===== src/rtl/arp_pkg.sv =====
// ----------------------------------------------------------------------------
// arp_pkg
// Shared types, character codes and helpers of the adapter response parser.
// ----------------------------------------------------------------------------
package arp_pkg;

  localparam int MaxLineBytes = 8;
  localparam int VersionChars = 5;

  localparam int ByteIdxW  = $clog2(MaxLineBytes + 1);
  localparam int LineIdxW  = (MaxLineBytes > 1) ? $clog2(MaxLineBytes) : 1;
  localparam int VerCntW   = $clog2(VersionChars + 1);
  localparam int PacketW   = 64;
  localparam int VerTextW  = 40;
  localparam int IdW       = 29;
  localparam int CfgDataW  = 29;
  localparam int CfgIdxW   = 1;

  localparam logic [7:0] CharCr     = 8'h0D;
  localparam logic [7:0] CharLf     = 8'h0A;
  localparam logic [7:0] CharPrompt = 8'h3E;  // '>'
  localparam logic [7:0] CharOk     = 8'h4F;  // 'O'
  localparam logic [7:0] CharEcho   = 8'h45;  // 'E'
  localparam logic [7:0] CharFail   = 8'h3F;  // '?'
  localparam logic [7:0] CharVer    = 8'h76;  // 'v'
  localparam logic [7:0] CharDot    = 8'h2E;  // '.'
  localparam logic [7:0] CharSpace  = 8'h20;

  typedef enum logic [CfgIdxW-1:0] {
    REG_MODE = 1'b0,
    REG_ID   = 1'b1
  } reg_idx_e;

  typedef enum logic [1:0] {
    MODE_IDLE = 2'd0,
    MODE_CMD  = 2'd1,
    MODE_DATA = 2'd2
  } mode_e;

  typedef enum logic {
    KIND_PACKET = 1'b0,
    KIND_DONE   = 1'b1
  } kind_e;

  typedef enum logic [1:0] {
    STATUS_OK      = 2'd0,
    STATUS_FAIL    = 2'd1,
    STATUS_PENDING = 2'd2
  } status_e;

  typedef enum logic [1:0] {
    VPH_SEEK  = 2'd0,
    VPH_MAJOR = 2'd1,
    VPH_MINOR = 2'd2
  } ver_phase_e;

  typedef struct packed {
    logic                result_kind;
    logic [IdW-1:0]      packet_id;
    logic [3:0]          byte_count;
    logic [PacketW-1:0]  packet_bytes;
    logic [1:0]          response_status;
    logic [VerTextW-1:0] version_text;
    logic [2:0]          version_length;
  } result_t;

  typedef struct packed {
    logic    valid;
    result_t res;
  } step_t;

  // {is_hex, nibble}
  function automatic logic [4:0] hex_nibble(input logic [7:0] c);
    logic [4:0] r;
    r = 5'd0;
    if (c >= 8'h30 && c <= 8'h39) r = {1'b1, 4'(c - 8'h30)};
    else if (c >= 8'h61 && c <= 8'h66) r = {1'b1, 4'(c - 8'h57)};
    else if (c >= 8'h41 && c <= 8'h46) r = {1'b1, 4'(c - 8'h37)};
    return r;
  endfunction

  function automatic logic is_digit(input logic [7:0] c);
    return (c >= 8'h30) && (c <= 8'h39);
  endfunction

endpackage


===== src/rtl/arp_if.sv =====
// ----------------------------------------------------------------------------
// arp_if
// Valid/ready channels of the parser: received characters and results.
// ----------------------------------------------------------------------------
interface arp_char_if;
  logic       valid;
  logic       ready;
  logic [7:0] rx_char;

  modport source (output valid, output rx_char, input ready);
  modport sink   (input valid, input rx_char, output ready);
endinterface

interface arp_result_if import arp_pkg::*; ();
  logic                valid;
  logic                ready;
  logic                result_kind;
  logic [IdW-1:0]      packet_id;
  logic [3:0]          byte_count;
  logic [PacketW-1:0]  packet_bytes;
  logic [1:0]          response_status;
  logic [VerTextW-1:0] version_text;
  logic [2:0]          version_length;

  modport source (output valid, output result_kind, output packet_id, output byte_count,
                  output packet_bytes, output response_status, output version_text,
                  output version_length, input ready);
  modport sink   (input valid, input result_kind, input packet_id, input byte_count,
                  input packet_bytes, input response_status, input version_text,
                  input version_length, output ready);
endinterface


===== src/rtl/arp_parse_core.sv =====
// ----------------------------------------------------------------------------
// arp_parse_core
// Parser state and the next-state update for one character.
// ----------------------------------------------------------------------------
module arp_parse_core import arp_pkg::*; (
  input  logic           clk_i,
  input  logic           rst_ni,
  input  logic           step_en_i,
  input  logic [7:0]     char_i,
  input  logic [1:0]     mode_i,
  input  logic [IdW-1:0] id_i,
  output step_t          step_o
);

  logic                line_start_q, line_start_d;
  logic                expect_hi_q, expect_hi_d;
  logic                in_ver_line_q, in_ver_line_d;
  logic                line_has_data_q, line_has_data_d;
  logic                reply_good_q, reply_good_d;
  logic [ByteIdxW-1:0] byte_idx_q, byte_idx_d;
  ver_phase_e          ver_phase_q, ver_phase_d;
  logic [VerCntW-1:0]  ver_cnt_q, ver_cnt_d;

  logic [7:0] line_bytes_q [MaxLineBytes];
  logic [7:0] line_bytes_d [MaxLineBytes];
  logic [7:0] ver_store_q  [VersionChars];
  logic [7:0] ver_store_d  [VersionChars];

  logic [4:0]          hex;
  logic                ver_put;
  logic [PacketW-1:0]  pkt_bytes;
  logic [VerTextW-1:0] ver_text;
  logic [1:0]          status;
  logic                is_prompt, is_eol;

  assign hex       = hex_nibble(char_i);
  assign is_prompt = (char_i == CharPrompt);
  assign is_eol    = (char_i == CharCr) || (char_i == CharLf);

  // Result payload: only bytes below the fill counts are shown
  always_comb begin
    pkt_bytes = '0;
    for (int i = 0; i < MaxLineBytes; i++) begin
      if (ByteIdxW'(i) < byte_idx_q) pkt_bytes[8*i +: 8] = line_bytes_q[i];
    end
    ver_text = '0;
    for (int i = 0; i < VersionChars; i++) begin
      if (VerCntW'(i) < ver_cnt_q) ver_text[8*i +: 8] = ver_store_q[i];
    end
    case (mode_i)
      MODE_CMD:  status = reply_good_q ? STATUS_OK : STATUS_FAIL;
      MODE_DATA: status = reply_good_q ? STATUS_PENDING : STATUS_FAIL;
      default:   status = STATUS_PENDING;
    endcase
  end

  always_comb begin
    step_o.valid = step_en_i && (is_prompt || (is_eol && line_has_data_q));
    step_o.res.version_text   = ver_text;
    step_o.res.version_length = 3'(ver_cnt_q);
    if (is_prompt) begin
      step_o.res.result_kind     = KIND_DONE;
      step_o.res.packet_id       = '0;
      step_o.res.byte_count      = '0;
      step_o.res.packet_bytes    = '0;
      step_o.res.response_status = status;
    end else begin
      step_o.res.result_kind     = KIND_PACKET;
      step_o.res.packet_id       = id_i;
      step_o.res.byte_count      = 4'(byte_idx_q);
      step_o.res.packet_bytes    = pkt_bytes;
      step_o.res.response_status = STATUS_PENDING;
    end
  end

  // Next state
  always_comb begin
    line_start_d    = line_start_q;
    expect_hi_d     = expect_hi_q;
    in_ver_line_d   = in_ver_line_q;
    line_has_data_d = line_has_data_q;
    reply_good_d    = reply_good_q;
    byte_idx_d      = byte_idx_q;
    ver_phase_d     = ver_phase_q;
    ver_cnt_d       = ver_cnt_q;
    line_bytes_d    = line_bytes_q;
    ver_store_d     = ver_store_q;
    ver_put         = 1'b0;

    if (step_en_i) begin
      if (is_prompt || is_eol) begin
        line_start_d    = 1'b1;
        expect_hi_d     = 1'b1;
        in_ver_line_d   = 1'b0;
        line_has_data_d = 1'b0;
        byte_idx_d      = '0;
        if (is_prompt) reply_good_d = 1'b0;
      end else begin
        line_start_d = 1'b0;
        case (mode_i)
          MODE_CMD: begin
            if (line_start_q) begin
              if (char_i == CharOk || char_i == CharEcho) begin
                reply_good_d = 1'b1;
                if (char_i == CharEcho) begin
                  in_ver_line_d = 1'b1;
                  ver_phase_d   = VPH_SEEK;
                  ver_cnt_d     = '0;
                end
              end else if (char_i == CharFail) begin
                reply_good_d = 1'b0;
              end
            end else if (in_ver_line_q) begin
              case (ver_phase_q)
                VPH_SEEK: begin
                  if (char_i == CharVer) ver_phase_d = VPH_MAJOR;
                end
                VPH_MAJOR: begin
                  if (is_digit(char_i)) begin
                    ver_put = 1'b1;
                  end else if (char_i == CharDot) begin
                    ver_put     = 1'b1;
                    ver_phase_d = VPH_MINOR;
                  end
                end
                VPH_MINOR: ver_put = is_digit(char_i);
                default: ;
              endcase
            end
          end
          MODE_DATA: begin
            if (hex[4]) begin
              if (line_start_q) begin
                line_has_data_d = 1'b1;
                reply_good_d    = 1'b1;
              end
              if (byte_idx_q < ByteIdxW'(MaxLineBytes)) begin
                for (int i = 0; i < MaxLineBytes; i++) begin
                  if (LineIdxW'(i) == byte_idx_q[LineIdxW-1:0]) begin
                    line_bytes_d[i] = expect_hi_q ? {4'd0, hex[3:0]}
                                                  : {line_bytes_q[i][3:0], hex[3:0]};
                  end
                end
                if (!expect_hi_q) byte_idx_d = byte_idx_q + 1'b1;
                expect_hi_d = !expect_hi_q;
              end
            end else if (char_i == CharSpace) begin
              // close a lone nibble
              if (!expect_hi_q) begin
                byte_idx_d  = byte_idx_q + 1'b1;
                expect_hi_d = 1'b1;
              end
            end else if (line_start_q) begin
              reply_good_d = 1'b0;
            end
          end
          default: ;
        endcase
      end
    end

    if (ver_put && ver_cnt_q < VerCntW'(VersionChars)) begin
      for (int i = 0; i < VersionChars; i++) begin
        if (VerCntW'(i) == ver_cnt_q) ver_store_d[i] = char_i;
      end
      ver_cnt_d = ver_cnt_q + 1'b1;
    end
  end

  always_ff @(posedge clk_i or negedge rst_ni) begin
    if (!rst_ni) begin
      line_start_q    <= 1'b1;
      expect_hi_q     <= 1'b1;
      in_ver_line_q   <= 1'b0;
      line_has_data_q <= 1'b0;
      reply_good_q    <= 1'b0;
      byte_idx_q      <= '0;
      ver_phase_q     <= VPH_SEEK;
      ver_cnt_q       <= '0;
    end else begin
      line_start_q    <= line_start_d;
      expect_hi_q     <= expect_hi_d;
      in_ver_line_q   <= in_ver_line_d;
      line_has_data_q <= line_has_data_d;
      reply_good_q    <= reply_good_d;
      byte_idx_q      <= byte_idx_d;
      ver_phase_q     <= ver_phase_d;
      ver_cnt_q       <= ver_cnt_d;
    end
  end

  // Stores are read only below their fill counts
  always_ff @(posedge clk_i) begin
    line_bytes_q <= line_bytes_d;
    ver_store_q  <= ver_store_d;
  end

endmodule


===== src/rtl/adapter_response_parser.sv =====
// ----------------------------------------------------------------------------
// adapter_response_parser
// Character-stream parser of an adapter reply with packet and status output.
// ----------------------------------------------------------------------------
// Takes one reply character per beat and returns a data packet at each line
// end that carried hex data, and a status beat at every '>' prompt. A
// character is held in an input register; once the result register is free
// or being taken, the parse core updates its state from it and loads the
// result register, where the result stays valid until it is taken. One
// character per clock is sustained while the result side is ready. While a
// result waits in the result register, a character in the input register
// is held there and the input stalls. Write response_mode and response_id
// only while no character is in flight.
module adapter_response_parser import arp_pkg::*; (
  input  logic                clk_i,
  input  logic                rst_ni,
  arp_char_if.sink            rx_if,
  arp_result_if.source        res_if,
  input  logic                cfg_we_i,
  input  logic [CfgIdxW-1:0]  cfg_idx_i,
  input  logic [CfgDataW-1:0] cfg_data_i
);

  logic           in_valid_q;
  logic [7:0]     in_char_q;
  logic [1:0]     mode_q;
  logic [IdW-1:0] id_q;
  logic           out_valid_q, out_valid_d;
  result_t        out_q;
  logic           fire;
  step_t          step;

  assign fire        = in_valid_q && (!out_valid_q || res_if.ready);
  assign rx_if.ready = !in_valid_q || fire;

  always_ff @(posedge clk_i or negedge rst_ni) begin
    if (!rst_ni) begin
      mode_q <= MODE_IDLE;
      id_q   <= '0;
    end else if (cfg_we_i) begin
      case (cfg_idx_i)
        REG_MODE: mode_q <= cfg_data_i[1:0];
        REG_ID:   id_q   <= cfg_data_i[IdW-1:0];
        default: ;
      endcase
    end
  end

  always_ff @(posedge clk_i or negedge rst_ni) begin
    if (!rst_ni) begin
      in_valid_q <= 1'b0;
    end else if (rx_if.ready) begin
      in_valid_q <= rx_if.valid;
    end
  end

  always_ff @(posedge clk_i) begin
    if (rx_if.valid && rx_if.ready) in_char_q <= rx_if.rx_char;
  end

  arp_parse_core u_core (
    .clk_i     (clk_i),
    .rst_ni    (rst_ni),
    .step_en_i (fire),
    .char_i    (in_char_q),
    .mode_i    (mode_q),
    .id_i      (id_q),
    .step_o    (step)
  );

  always_comb begin
    out_valid_d = out_valid_q;
    if (fire) out_valid_d = step.valid;
    else if (res_if.ready) out_valid_d = 1'b0;
  end

  always_ff @(posedge clk_i or negedge rst_ni) begin
    if (!rst_ni) begin
      out_valid_q <= 1'b0;
    end else begin
      out_valid_q <= out_valid_d;
    end
  end

  always_ff @(posedge clk_i) begin
    if (fire && step.valid) out_q <= step.res;
  end

  assign res_if.valid           = out_valid_q;
  assign res_if.result_kind     = out_q.result_kind;
  assign res_if.packet_id       = out_q.packet_id;
  assign res_if.byte_count      = out_q.byte_count;
  assign res_if.packet_bytes    = out_q.packet_bytes;
  assign res_if.response_status = out_q.response_status;
  assign res_if.version_text    = out_q.version_text;
  assign res_if.version_length  = out_q.version_length;

`ifndef SYNTHESIS
  a_prompt_gives_done: assert property (@(posedge clk_i) disable iff (!rst_ni)
    fire && in_char_q == CharPrompt |=> out_valid_q && out_q.result_kind == KIND_DONE)
    else $error("prompt did not produce a status beat");

  a_plain_char_no_result: assert property (@(posedge clk_i) disable iff (!rst_ni)
    fire && in_char_q != CharPrompt && in_char_q != CharCr && in_char_q != CharLf
    |=> !out_valid_q)
    else $error("result produced for a character inside a line");

  a_count_in_range: assert property (@(posedge clk_i) disable iff (!rst_ni)
    out_valid_q |-> out_q.byte_count <= 4'(MaxLineBytes)
                    && out_q.version_length <= 3'(VersionChars))
    else $error("packet or version count out of range");
`endif

endmodule


===== src/flat_wrapper.sv =====
// flat-port wrapper written by rule: the top's interface ports become plain ports
module adapter_response_parser_flat import arp_pkg::*;
  (clk_i, rst_ni, cfg_we_i, cfg_idx_i, cfg_data_i, rx_if_valid, rx_if_rx_char, rx_if_ready, res_if_valid, res_if_result_kind, res_if_packet_id, res_if_byte_count, res_if_packet_bytes, res_if_response_status, res_if_version_text, res_if_version_length, res_if_ready);
  arp_char_if rx_if_i ();
  arp_result_if res_if_i ();
  input  logic clk_i;
  input  logic rst_ni;
  input  logic cfg_we_i;
  input  logic [CfgIdxW-1:0] cfg_idx_i;
  input  logic [CfgDataW-1:0] cfg_data_i;
  input wire logic [$bits(rx_if_i.valid)-1:0] rx_if_valid;
  input wire logic [$bits(rx_if_i.rx_char)-1:0] rx_if_rx_char;
  output wire logic [$bits(rx_if_i.ready)-1:0] rx_if_ready;
  output wire logic [$bits(res_if_i.valid)-1:0] res_if_valid;
  output wire logic [$bits(res_if_i.result_kind)-1:0] res_if_result_kind;
  output wire logic [$bits(res_if_i.packet_id)-1:0] res_if_packet_id;
  output wire logic [$bits(res_if_i.byte_count)-1:0] res_if_byte_count;
  output wire logic [$bits(res_if_i.packet_bytes)-1:0] res_if_packet_bytes;
  output wire logic [$bits(res_if_i.response_status)-1:0] res_if_response_status;
  output wire logic [$bits(res_if_i.version_text)-1:0] res_if_version_text;
  output wire logic [$bits(res_if_i.version_length)-1:0] res_if_version_length;
  input wire logic [$bits(res_if_i.ready)-1:0] res_if_ready;
  assign rx_if_i.valid = rx_if_valid;
  assign rx_if_i.rx_char = rx_if_rx_char;
  assign rx_if_ready = rx_if_i.ready;
  assign res_if_valid = res_if_i.valid;
  assign res_if_result_kind = res_if_i.result_kind;
  assign res_if_packet_id = res_if_i.packet_id;
  assign res_if_byte_count = res_if_i.byte_count;
  assign res_if_packet_bytes = res_if_i.packet_bytes;
  assign res_if_response_status = res_if_i.response_status;
  assign res_if_version_text = res_if_i.version_text;
  assign res_if_version_length = res_if_i.version_length;
  assign res_if_i.ready = res_if_ready;
  adapter_response_parser u_core (.clk_i(clk_i), .rst_ni(rst_ni), .rx_if(rx_if_i), .res_if(res_if_i), .cfg_we_i(cfg_we_i), .cfg_idx_i(cfg_idx_i), .cfg_data_i(cfg_data_i));
endmodule

===== config.mk =====
export PLATFORM = sky130hd
export DESIGN_NAME = adapter_response_parser_flat
export DESIGN_NICKNAME = d
export VERILOG_FILES = /design/src/rtl/arp_pkg.sv /design/src/rtl/arp_if.sv /design/src/rtl/arp_parse_core.sv /design/src/rtl/adapter_response_parser.sv /design/src/flat_wrapper.sv
export SDC_FILE = /design/constraint.sdc
export NUM_CORES = 1
export LEC_CHECK = 0
export BUFFER_PORTS_ARGS = -buffer_cell sky130_fd_sc_hd__buf_4
export CORE_MARGIN = 4
export CORE_UTILIZATION = 56
export CTS_CLUSTER_SIZE = 40
export DETAILED_ROUTE_END_ITERATION = 8
export GPL_TIMING_DRIVEN = 1
export PLACE_DENSITY = 0.82
export SKIP_CTS_REPAIR_TIMING = 1
export SYNTH_ARGS = -nofsm -noshare
export SYNTH_HDL_FRONTEND = slang
export SYNTH_SLANG_ARGS = --single-unit
export TNS_END_PERCENT = 30

===== constraint.sdc =====
create_clock -name clk_i -period 10.26 [get_ports clk_i]
set_clock_uncertainty 0.05 [all_clocks]
set_input_delay 0.513 -clock clk_i [delete_from_list [all_inputs] [get_ports clk_i]]
set_output_delay 0.513 -clock clk_i [all_outputs]
set_load 0.05 [all_outputs]

### After elaboration in Yosys (flattened, before gate mapping)

Cells that the tools add are included.

| storage, ports and cells | value |
|---|---|
| register bits | 302 |
| word-level logic and storage cells | 261 |
| RAM bits | 0 |
| memories kept | 0 |
| bits in latches | 0 |
| bits in read-only memories | 0 |
| output and inout port bits | 145 |
| bits of input ports | 43 |

| operators by class | value |
|---|---|
| eq/ne operators | 37 |
| $lt $le $gt $ge | 21 |
| bitwise logic cells | 10 |
| mux-type cells | 70 |
| add/sub/neg operators | 5 |
| div/mod/pow operators | 0 |
| reduce and logical (&&, ||, !) cells | 66 |
| multipliers | 0 |
| shift-type cells | 0 |

Operators with widths:

| operator | count |
|---|---|
| $mux 100 | 1 |
| $mux 8 | 8 |
| $reduce_and 6->1 | 9 |
| $mux 1 | 33 |
| $eq 8x6->1 const B | 4 |
| $reduce_bool 2->1 | 13 |
| $eq 8x7->1 const B | 3 |
| $mux 4 | 6 |
| $mux 3 | 7 |
| $eq 8x4->1 const B | 2 |
| $ge 8x7->1 const B | 2 |
| $le 8x7->1 const B | 2 |
| $lt 3x4->1 const A | 4 |
| $mux 2 | 8 |
| $ne 4x4->1 const B | 4 |
| $reduce_or 2->1 | 8 |
| $eq 3x3->1 const A | 5 |
| $mux 5 | 3 |
| $reduce_and 2->1 | 7 |
| $eq 2x3->1 const A | 4 |
| $ne 3x3->1 const B | 4 |
| $not 1->1 | 10 |
| $reduce_and 10->1 | 1 |
| $logic_and 1x1->1 | 9 |
| 29 further kinds | 52 |

### Depth between registers and ports, before layout

| logic depth | value |
|---|---|
| word-level depth | 12 |
| gate-level depth with buffers | 9 |
| depth with buffers taken out | 9 |

### By module

A second synthesis with hierarchy kept.

| second synthesis, totals | value |
|---|---|
| cells, all modules | 715 |
| area, all modules | 11621.1 µm² |

Modules (own cells, without submodules):

| module | seq. area each (µm²) | instances | area an instance (µm²) | cells an instance |
|---|---|---|---|---|
| adapter_response_parser | 5360.1 | 1 | 5830.6 | 228 |
| arp_parse_core | 3475.8 | 1 | 5790.6 | 487 |

### Worst setup path before layout

Ideal clock, no wire load.

| path | value |
|---|---|
| path type | register to register |
| start | register u_core.in_char_q[0] |
| end | register u_core.out_q (netlist bit u_core.res_if.byte_count[0]) (enable) |
| arrival | 7.569 ns |
| cell stages (with the launch flop) | 9 |
| period minus slack after synthesis | 8.266 ns |
| slack | 1.994 ns |
| required time | 9.563 ns |
| library setup time | 0.647 ns |
| path buffers | 1 |
| cell sequence | edfxtp_1 > inv_1 > ha_1 > and4b_4 > nand3_4 > inv_4 > clkbuf_1 > a21oi_1 > nor2_1 |

| between the ends | value |
|---|---|
| word-level cells in the longest chain between the ends | 6 |
| elaborated cells between the ends (all ways) | 8 |
| classes of those cells | 3 x eq/ne; 5 x reduce/logical |

Ends and longest elaborated chain:

| item | line | text |
|---|---|---|
| from (decl) | adapter_response_parser.sv:25 | `logic [7:0] in_char_q;` |
| from (signal assigned) | adapter_response_parser.sv:58 | `if (rx_if.valid && rx_if.ready) in_char_q <= rx_if.rx_char;` |
| $eq 8x4->1 | arp_parse_core.sv:38 | `assign is_eol = (char_i == CharCr) \|\| (char_i == CharLf);` |
| $logic_or 1x1->1 | arp_parse_core.sv:38 |  |
| $logic_and 1x1->1 | arp_parse_core.sv:58 | `step_o.valid = step_en_i && (is_prompt \|\| (is_eol && line_has_data_q));` |
| $logic_or 1x1->1 (*) | arp_parse_core.sv:58 |  |
| $logic_and 1x1->1 (*) | arp_parse_core.sv:58 |  |
| $logic_and 1x1->1 (*) | adapter_response_parser.sv:86 | `if (fire && step.valid) out_q <= step.res;` |
| to (signal assigned) | adapter_response_parser.sv:86 |  |
| to (decl) | adapter_response_parser.sv:29 | `result_t out_q;` |

Mark *: on every way between the ends. The rest lies on a longest branch, timed or not.
A chain may end at the register's enable or synchronous reset.

### Worst setup path after layout

| path | value |
|---|---|
| start | register u_core.in_char_q[0] |
| end | register u_core.out_q (netlist bit u_core.res_if.packet_id[23]) (enable) |

Same word-level chain as after synthesis.

==> run metrics <==
syn nets=770; WL met2=10,600 um; Final Power=2.55 mW; GPL Wtd Cong=0.824; Synth Area per Inst=16.3 sq um; Via Count=6,315; #FFs+latches synth=302; DIE AREA=0.0230 sq mm; largest net degree at the start of global routing=79; drt pass-1 iters=4; met1 WL=8730 um; end-of-flow core utilization=0.704; number of DRC markers in iteration 0=368; area delta synth->final=23.4%; IR drop worst, VDD=0.146 mV; total CTS buffers=29; number of clock sinks=302; FF-to-FF setup slack=6.11 ns; final setup TNS=0 ns; sequential share of the synthesized area=0.766; maximum buffer depth of the clock tree=3; cell area after synthesis=0.0115 sq mm; Fmax=0.241 GHz; worst hold start=rx_if_rx_char[7]; Commonest cells post-synth=255 x edfxtp_1, 108 x and2_1, 59 x nor2b_1, 45 x dfrtp_1, 31 x mux2_2; dpl cells=1,153; GRT Total Usage=0.188; DRT Wirelength=21,800 um; initial core utilization=0.570; Antenna Nets Post-Route=0; crit-path max FO=78; Final Max Tran Viols=0; top layer in use=met4; unrepaired setup endpoints after global routing=no; nets=977; max-cap viol count=0; outcome=complete, no violations; Root Driver=clkbuf_16; beginning of the critical path=u_core.in_char_q[0]; reg2reg path depth=9; yosys warns=0; dpl ws=6.08 ns; Mapped Cells=708; worst-margin pin slew=1.22 ns; hold crit path type=in -> reg; Crit Path Class=reg -> reg; Lkg Pwr=5.48 nW; layout cells sized above 1=0.303; initial antenna violation count=0; clk slew on worst S/H paths=0.06 ns; DP HPWL=14,300 um; period utilization=0.405; Critical Path Sink Type=flop; pwr/cell area=179 mW/mm^2; Post-synth EDFFs=255; Yosys top cell by area=edfxtp_1; routed length on met3=1940 um; ANT cells=0; crit path DAT=4.26 ns; final cell count without fillers=1,208; worst endpoint required time=10.37 ns; final worst slack=6.11 ns; Hold Crit Endpoint=u_core.in_char_q[7]; Final setup viols=0; Synth top area share=0.664; Boundary Pins=188; DIE WIDTH=152 um; CTS tree=built; Remaining Overflow, GRT=0; cell with the most instances after synthesis=edfxtp_1; core outline area=0.0202 sq mm; Hold Path Stages=1; startpoint types=flop; first-pass GRT wire length=33,500 um; clock latency on the worst-skew pair=0.54 ns; drt wl/cell=18.0 um; die height=152 um; reg2reg start=u_core.in_char_q[0]; asr flop ratio synth=0.156; final hold vios=0; H-tree levels=1; crit path time final=4.15 ns; Area contributors post-synth=edfxtp_1 66%, dfrtp_1 9.8%, and2_1 5.9%, nor2b_1 3.2%, mux2_2 3.0%; num rows=52; Rel. slew slack=0.184; post-DR vias/cell=5.23; drt drc=0; Synth cell types=54; port bufs=187; Post-synth top flop=edfxtp_1; r2r endpoint=u_core.res_if.packet_id[23]; number of global-route vias before repair=6,251
-- per-stage QoR --
stage | hold slack [ns] | cell area (sq um)
final | 0.0970 | 14200
after global routing | 0.0685 | 14200
after CTS | -0.0655 | 14200
after detailed placement | 0.435 | 13300
after global placement | 0.429 | 13300
after floorplan | 0.167 | 11500
-- sequential cells by signal, summed over array words and instances (netlist names), 2 cells and up --
register / cells
u_core.id_q: 29
u_core.in_char_q: 8
u_core.mode_q: 2
u_core.res_if.byte_count: 4
u_core.res_if.packet_bytes: 64
u_core.res_if.packet_id: 29
u_core.res_if.response_status: 2
u_core.res_if.version_length: 3
u_core.res_if.version_text: 40
u_core.u_core.byte_idx_q: 4
u_core.u_core.line_bytes_q: 64
u_core.u_core.ver_cnt_q: 3
u_core.u_core.ver_phase_q: 2
u_core.u_core.ver_store_q: 40
-- worst max path at each step --
stage	to	slack, ns	cells after the start
after floorplan	u_core.res_if.byte_count[0]	1.99	8
after global placement	u_core.res_if.packet_id[10]	6.22	9
after detailed placement	u_core.res_if.packet_id[7]	6.08	9
after CTS	u_core.res_if.packet_id[27]	6.05	9
after global routing	u_core.res_if.packet_bytes[59]	5.68	9
final	u_core.res_if.packet_id[23]	6.11	9
-- area by class of cell --
| cell class | count | area (sq um) |
|---|---|---|
| sequential | 302 | 8840 |
| fill | 1333 | 6000 |
| multi-input combinational | 368 | 2560 |
| timing repair buffer | 195 | 1470 |
| clock buffer | 41 | 811 |
| tap | 270 | 338 |
| clock inverter | 13 | 151 |
| inverter | 19 | 73.8 |
-- logic make-up after synthesis --
kind of cell | share of synthesized area
DFF | 0.766
AOI/OAI and AO/OA | 0.0279
muxes | 0.0311
buffers and inverters | 0.0128
xor gates and xnor gates | 0.000759
and+or+nand+nor | 0.141
adders and majority gates | 0.0206
-- layer usage --
layer,vias up,GRT usage
li1,2980,-
met1,3095,0.244
met2,200,0.310
met3,40,0.0613
met4,0,0.0490
met5,-,0
-- critical path, cell delays in order (launching register included) --
cell and delay, ns:
edfxtp_1 0.54, inv_1 0.19, ha_1 0.25, and4b_4 0.29, nand3_4 0.33, inv_4 0.31, a21oi_1 0.12, nor2_4 0.09
buf_4 0.62, buf_4 0.88
-- power breakdown --
group | total (mW) | internal, mW | switching (mW) | leakage, nW
Combinational | 0.0953 | 0.0517 | 0.0436 | 2.02
Sequential | 1.39 | 1.36 | 0.0324 | 2.99
Clock | 1.06 | 0.627 | 0.433 | 0.470
Total | 2.55 | 2.04 | 0.509 | 5.48
-- layout by cell type (no fill, tap or decap), drive strengths merged, types with 4 or more instances in the layout --
cell type	Yosys	routed
clkinv	0	8
clkbuf	17	41
and2	108	108
edfxtp	255	255
and3	18	18
dfrtp	45	45
nor2	28	28
nor2b	59	59
inv	19	20
mux2	31	31
nand3	9	9
buf	2	194
nor3	4	4
nand2	17	17
o21ai	14	14
ha	19	19
nor4	4	4
a21oi	11	11
(Power assumes the default switching activity.)
